$ cat config.mk
export PLATFORM = sky130hd
export DESIGN_NAME = pra_ctrl
export DESIGN_NICKNAME = d
export VERILOG_FILES = /design/src/rtl/pra_pkg.sv /design/src/rtl/pra_ctrl.sv
export SDC_FILE = /design/constraint.sdc
export NUM_CORES = 1
export LEC_CHECK = 0
export BUFFER_PORTS_ARGS = -buffer_cell sky130_fd_sc_hd__buf_4
export CAP_MARGIN = 20
export CORE_MARGIN = 2
export CORE_UTILIZATION = 53
export DETAILED_ROUTE_END_ITERATION = 8
export PLACE_DENSITY = 0.85
export SETUP_SLACK_MARGIN = 0.4
export SYNTH_ARGS = -nofsm -noshare
export SYNTH_HDL_FRONTEND = slang
export SYNTH_SLANG_ARGS = --single-unit
$ cat constraint.sdc
create_clock -name clk -period 8.66 [get_ports clk]
set_clock_uncertainty 0.15 [all_clocks]
set_input_delay 0 -clock clk [delete_from_list [all_inputs] [get_ports clk]]
set_output_delay 0 -clock clk [all_outputs]
set_load 0.01 [all_outputs]
$ cat src/rtl/pra_pkg.sv
`default_nettype none
// ---------------------------------------------------------------------------
// pra_pkg
// Shared types and constants of the page run allocator.
// ---------------------------------------------------------------------------
package pra_pkg;

  localparam int PAGE_W        = 14;
  localparam int COUNT_W       = 15;
  localparam int TOTAL_PAGES   = 16384;
  localparam int RUN_SLOTS_DEF = 256;

  typedef enum logic {
    OP_TAKE = 1'b0,
    OP_GIVE = 1'b1
  } opcode_t;

  typedef enum logic [1:0] {
    ST_OK       = 2'd0,
    ST_NO_SPACE = 2'd1,
    ST_LEAKED   = 2'd2
  } status_t;

  typedef enum logic [2:0] {
    S_IDLE,
    S_CHECK,
    S_SCAN,
    S_LAST_RD,
    S_LAST_WR,
    S_RESP
  } state_t;

  typedef struct packed {
    logic [PAGE_W-1:0]  start;
    logic [COUNT_W-1:0] length;
  } run_entry_t;

  typedef struct packed {
    logic [PAGE_W-1:0] first_page;
    status_t           status;
  } result_t;

endpackage
`default_nettype wire

$ cat src/rtl/pra_ctrl.sv
`default_nettype none
// ---------------------------------------------------------------------------
// pra_ctrl
// Request sequencer: scans the run table, carves or merges runs, moves the
// bump pointer and forms one result word per request.
// ---------------------------------------------------------------------------
module pra_ctrl
  import pra_pkg::*;
#(
  parameter int RUN_SLOTS = RUN_SLOTS_DEF
) (
  input  wire logic                         clk,
  input  wire logic                         rst_n,
  input  wire logic                         in_valid,
  input  wire logic                         in_opcode,
  input  wire logic [PAGE_W-1:0]            in_start_page,
  input  wire logic [COUNT_W-1:0]           in_page_count,
  output logic                              in_stall,
  output logic                              res_valid,
  input  wire logic                         res_ready,
  output result_t                           res,
  output logic                              mem_re,
  output logic [$clog2(RUN_SLOTS)-1:0]      mem_raddr,
  input  wire run_entry_t                   mem_rdata,
  output logic                              mem_we,
  output logic [$clog2(RUN_SLOTS)-1:0]      mem_waddr,
  output run_entry_t                        mem_wdata
);

  localparam int IDX_W = $clog2(RUN_SLOTS);
  localparam int CNT_W = $clog2(RUN_SLOTS + 1);
  localparam logic [COUNT_W:0] TOTAL_X = (COUNT_W + 1)'(TOTAL_PAGES);
  localparam logic [CNT_W-1:0] SLOTS_X = CNT_W'(RUN_SLOTS);

  // control state
  state_t              state_r, state_nxt;
  logic [CNT_W-1:0]    total_r, total_nxt;
  logic [COUNT_W-1:0]  bump_r, bump_nxt;
  logic                rd_vld_r, rd_vld_nxt;
  logic [CNT_W-1:0]    idx_r, idx_nxt;

  // payload
  opcode_t             op_r, op_nxt;
  logic [PAGE_W-1:0]   page_r, page_nxt;
  logic [COUNT_W-1:0]  count_r, count_nxt;
  logic [IDX_W-1:0]    rd_idx_r, rd_idx_nxt;
  logic [IDX_W-1:0]    hit_idx_r, hit_idx_nxt;
  result_t             res_r, res_nxt;

  logic [COUNT_W:0]    give_sum;
  logic [COUNT_W-1:0]  give_end;
  logic [COUNT_W:0]    bump_sum;
  logic [COUNT_W:0]    run_end;
  logic [COUNT_W-1:0]  carve_start;
  logic [COUNT_W-1:0]  carve_len;
  logic [COUNT_W-1:0]  grown_len;
  logic [CNT_W-1:0]    total_dec;
  logic                hit_take, hit_after, hit_before, issue;

  assign give_sum    = {2'b00, page_r} + {1'b0, count_r};
  assign give_end    = give_sum[COUNT_W-1:0];
  assign bump_sum    = {1'b0, bump_r} + {1'b0, count_r};
  assign run_end     = {2'b00, mem_rdata.start} + {1'b0, mem_rdata.length};
  assign carve_start = {1'b0, mem_rdata.start} + count_r;
  assign carve_len   = mem_rdata.length - count_r;
  assign grown_len   = mem_rdata.length + count_r;
  assign total_dec   = total_r - CNT_W'(1);

  assign hit_take   = rd_vld_r && (op_r == OP_TAKE) && (mem_rdata.length >= count_r);
  assign hit_after  = rd_vld_r && (op_r == OP_GIVE) && (run_end == {2'b00, page_r});
  assign hit_before = rd_vld_r && (op_r == OP_GIVE) && (give_end == {1'b0, mem_rdata.start});
  assign issue      = (state_r == S_SCAN) && !(hit_take || hit_after || hit_before)
                      && (idx_r < total_r);

  always_comb begin
    state_nxt   = state_r;
    total_nxt   = total_r;
    bump_nxt    = bump_r;
    rd_vld_nxt  = 1'b0;
    idx_nxt     = idx_r;
    op_nxt      = op_r;
    page_nxt    = page_r;
    count_nxt   = count_r;
    rd_idx_nxt  = rd_idx_r;
    hit_idx_nxt = hit_idx_r;
    res_nxt     = res_r;
    in_stall    = 1'b1;
    res_valid   = 1'b0;
    mem_re      = 1'b0;
    mem_raddr   = idx_r[IDX_W-1:0];
    mem_we      = 1'b0;
    mem_waddr   = rd_idx_r;
    mem_wdata   = mem_rdata;

    unique case (state_r)
      S_IDLE: begin
        in_stall = 1'b0;
        if (in_valid) begin
          op_nxt    = opcode_t'(in_opcode);
          page_nxt  = in_start_page;
          count_nxt = in_page_count;
          state_nxt = S_CHECK;
        end
      end

      S_CHECK: begin
        res_nxt.first_page = '0;
        res_nxt.status     = ST_OK;
        idx_nxt            = '0;
        state_nxt          = S_SCAN;
        if (op_r == OP_TAKE) begin
          if (count_r == '0) begin
            res_nxt.status = ST_NO_SPACE;
            state_nxt      = S_RESP;
          end
        end else if ((count_r == '0) || (give_sum > TOTAL_X)) begin
          state_nxt = S_RESP;
        end else if (give_end == bump_r) begin
          // returned run sits just below the bump pointer: pull it back
          bump_nxt  = {1'b0, page_r};
          state_nxt = S_RESP;
        end
      end

      S_SCAN: begin
        // one read issued per cycle, checked in the next cycle in table order
        mem_re     = issue;
        rd_vld_nxt = issue;
        rd_idx_nxt = idx_r[IDX_W-1:0];
        if (issue) begin
          idx_nxt = idx_r + CNT_W'(1);
        end
        if (hit_take) begin
          res_nxt.first_page = mem_rdata.start;
          res_nxt.status     = ST_OK;
          state_nxt          = S_RESP;
          if (carve_len != '0) begin
            mem_we           = 1'b1;
            mem_wdata.start  = carve_start[PAGE_W-1:0];
            mem_wdata.length = carve_len;
          end else begin
            total_nxt = total_dec;
            if (CNT_W'(rd_idx_r) != total_dec) begin
              // fill the emptied slot from the last entry
              hit_idx_nxt = rd_idx_r;
              state_nxt   = S_LAST_RD;
            end
          end
        end else if (hit_after) begin
          mem_we           = 1'b1;
          mem_wdata.length = grown_len;
          state_nxt        = S_RESP;
        end else if (hit_before) begin
          mem_we           = 1'b1;
          mem_wdata.start  = page_r;
          mem_wdata.length = grown_len;
          state_nxt        = S_RESP;
        end else if (!rd_vld_r && !issue) begin
          state_nxt = S_RESP;
          if (op_r == OP_TAKE) begin
            if (bump_sum > TOTAL_X) begin
              res_nxt.status = ST_NO_SPACE;
            end else begin
              res_nxt.first_page = bump_r[PAGE_W-1:0];
              bump_nxt           = bump_sum[COUNT_W-1:0];
            end
          end else if (total_r < SLOTS_X) begin
            mem_we           = 1'b1;
            mem_waddr        = total_r[IDX_W-1:0];
            mem_wdata.start  = page_r;
            mem_wdata.length = count_r;
            total_nxt        = total_r + CNT_W'(1);
          end else begin
            res_nxt.status = ST_LEAKED;
          end
        end
      end

      S_LAST_RD: begin
        mem_re    = 1'b1;
        mem_raddr = total_r[IDX_W-1:0];
        state_nxt = S_LAST_WR;
      end

      S_LAST_WR: begin
        mem_we    = 1'b1;
        mem_waddr = hit_idx_r;
        state_nxt = S_RESP;
      end

      S_RESP: begin
        res_valid = 1'b1;
        if (res_ready) begin
          state_nxt = S_IDLE;
        end
      end

      default: begin
        state_nxt = S_IDLE;
      end
    endcase
  end

  always_ff @(posedge clk) begin
    if (!rst_n) begin
      state_r  <= S_IDLE;
      total_r  <= '0;
      bump_r   <= '0;
      rd_vld_r <= 1'b0;
      idx_r    <= '0;
    end else begin
      state_r  <= state_nxt;
      total_r  <= total_nxt;
      bump_r   <= bump_nxt;
      rd_vld_r <= rd_vld_nxt;
      idx_r    <= idx_nxt;
    end
  end

  always_ff @(posedge clk) begin
    op_r      <= op_nxt;
    page_r    <= page_nxt;
    count_r   <= count_nxt;
    rd_idx_r  <= rd_idx_nxt;
    hit_idx_r <= hit_idx_nxt;
    res_r     <= res_nxt;
  end

  assign res = res_r;

endmodule
`default_nettype wire
==> flow_metrics.env <==
export IMPL_cts_buffers=9
export IMPL_grt_overflow_total=0
export IMPL_cts_tree="built"
export IMPL_slew_violations=0
export IMPL_power_uw=2550
export IMPL_synth_cells=1406
export IMPL_drt_iter0_markers=1787
export IMPL_leakagePower_uw=0.00531
export IMPL_critPathArrivalTime_ps=5530
export IMPL_ys_flop_type="edfxtp_1"
export IMPL_fp_dieH_um=150
export IMPL_fin_crit_ps=5680
export IMPL_hold_class="in -> reg"
export IMPL_wl_met2_um=18600
export IMPL_synth_largest_area_cell="edfxtp_1"
export IMPL_track_usage=0.373
export IMPL_criticalPathCategory="reg -> out"
export IMPL_setup_worst_path_start_class="flop"
export IMPL_syn_nets=1571
export IMPL_die_x_um=150
export IMPL_async_flop_share=0
export IMPL_crit_chain="inv_1 > ha_1 > nand4_1 > nor4_1 > nor4_1 > a2111o_1 > o21ba_2 > nor2_1 > a21bo_2 > a21oi_2 > o21bai_2 > a222oi_1 > inv_1 > buf_4"
export IMPL_rsz0062_at_grt="false"
export IMPL_worstMarginPinSlew_ps=1030
export IMPL_post_cts_buffers=0
export IMPL_remaining_drc_errors=0
export IMPL_syn_to_final_growth_pct=16.5
export IMPL_core_area_mm2=0.0210
export IMPL_wl_um=42500
export IMPL_wl_met1_um=16400
export IMPL_drive_above_1_share=0.130
export IMPL_ys_warn_count=0
export IMPL_synth_cell_types=104
export IMPL_cts_buffer_depth=2
export IMPL_hold_buffers=47
export IMPL_timing_hold_ws_ps=80.7
export IMPL_crit_slowest_cell="o21ba_2"
export IMPL_dp_hpwl_um=32300
export IMPL_portBuffers=127
export IMPL_netlist_area_mm2=0.0113
export IMPL_antenna_found_initial=0
export IMPL_post_cts_resized=0
export IMPL_rows=53
export IMPL_cts_sinks=99
export IMPL_worst_setup_path_end_kind="output pin"
export IMPL_tns_ps=0
export IMPL_num_vias=12300
export IMPL_relSlewSlack=0.314
export IMPL_synth_seq_cells=99
export IMPL_status="finished clean"
export IMPL_hold_violations=0
export IMPL_grt_first_pass_wirelength_um=64500
export IMPL_ir_drop_v=0.000130
export IMPL_first_pass_iters=6
export IMPL_path_max_fanout=30
export IMPL_fin_nets=1702
export IMPL_synth_edff_count=62
export IMPL_slowest_delay_ps=750
export IMPL_drt_vias_per_instance=6.77
export IMPL_setup_viol=0
export IMPL_routed_top_layer="met4"
export IMPL_synth_seq_area_share=0.230
export IMPL_place_gp_congestion=1.03
export IMPL_grt_max_degree=43
export IMPL_netlist_area_leader_share=0.165
export IMPL_synth_area_per_cell_um2=8.04
export IMPL_antenna_cells=0
export IMPL_drv_cap=0
export IMPL_htreeDepth=3
export IMPL_cts_clk_slew_worst_paths_ps=90
export IMPL_fillers=1820
export IMPL_wl_per_cell_um=23.4
export IMPL_cts_root_buf="clkbuf_16"
export IMPL_synthTopCellsByArea="edfxtp_1, ha_1, dfxtp_1"
export IMPL_pwr_density_cell_mw_per_mm2=193
export IMPL_ios=128
export IMPL_grt_pass1_vias=11500
export IMPL_synth_common_cells="nand2_1, a21oi_1, nor2_1"
export IMPL_antenna_left=0
export IMPL_clk_insertion_delay_late_ps=380
export IMPL_dieArea_mm2=0.0225
export IMPL_required_ps=8510
export IMPL_fin_crit_sh=0.656
export IMPL_post_synth_top_count_cell="nand2_1"
export IMPL_wl_met3_um=5350
export IMPL_start_util=0.539
export IMPL_fmax_ghz=0.176
==> path summary, 6_finish.rpt <==
check | to | slack (ps) | cells after the start | start
setup / recovery | mem_wdata[17] | 2980 | 14 | count_r[7]
hold / removal | page_r[13] | 80 | 3 | in_valid
setup reg to reg | state_r[0] | 3220 | 13 | count_r[1]
hold reg to reg | hit_idx_r[4] | 370 | 0 | rd_idx_r[4]
==> sequential cells by signal, summed over array words and instances (netlist names) <==
register and cells:
bump_r 15, count_r 15, idx_r 9, page_r 14, rd_idx_r 8, rd_vld_r 1
res 16, op_r 1, state_r 3, total_r 9, hit_idx_r 8
==> worst max-delay path, delay by kind of cell (launching register included) <==
family	cells	cell delay (ps)
flops	1	700
buf+inv	3	360
simple gates	4	1050
fa+ha+maj	1	550
compound gates	6	2470
==> cell families (layout without fill, tap and decap cells) <==
kind of cell             after synthesis  after routing  share of synthesized area
adder cells (fa/ha/maj)              102            102                      0.117
XOR/XNOR                             111            111                     0.0963
flip-flops                            99             99                      0.230
multiplexers                          11             11                     0.0110
buffers and inverters                141            277                     0.0515
AO/OA/AOI/OAI                        437            437                      0.268
AND/OR/NAND/NOR                      505            505                      0.226
==> metrics by stage <==
stage | setup slack [ps] | std cells | utilization | cell area, um2
after global routing | 2740 | 1817 | 0.628 | 13200
after detailed placement | 3600 | 1754 | 0.591 | 12400
after CTS | 3190 | 1817 | 0.628 | 13200
after global placement | 3650 | 1754 | 0.591 | 12400
final | 2980 | 1817 | 0.628 | 13200
after floorplan | 4420 | 1406 | - | 11300
==> placed cells by master, fill, tap and decap left out, types with 14 or more instances in the layout <==
| cell type | count |
|---|---|
| a211oi_1 | 21 |
| a21o_1 | 26 |
| a21oi_1 | 112 |
| and3_1 | 15 |
| buf_4 | 133 |
| dfxtp_1 | 37 |
| dlygate4sd3_1 | 47 |
| edfxtp_1 | 62 |
| ha_1 | 96 |
| inv_1 | 80 |
| nand2_1 | 145 |
| nand2b_1 | 14 |
| nand3_1 | 33 |
| nand4_1 | 31 |
| nor2_1 | 106 |
| nor3_1 | 45 |
| nor4_1 | 24 |
| o211ai_1 | 25 |
| o21ai_0 | 71 |
| or3_1 | 17 |
| xnor2_1 | 66 |
| xor2_1 | 36 |
==> routing by layer <==
metal / global-route usage / up-vias
li1: - / 5545
met1: 0.495 / 5738
met2: 0.570 / 855
met3: 0.0988 / 163
met4: 0.168 / 0
met5: 0 / -
==> area by class of cell <==
cell class                 instances  area, um2  area share
clock inverter                     7       92.6     0.00703
timing repair buffer             180       1470       0.112
clock buffer                       9        225      0.0171
inverter                          81        304      0.0231
sequential                        99       2600       0.198
tap                              275        344      0.0261
multi-input combinational       1166       8130       0.617
==> power by group <==
group,internal [uW],total [uW],switching [uW]
Combinational,575,1400,828
Clock,232,451,219
Sequential,577,692,116
Total,1380,2550,1160
(Power assumes the default switching activity.)
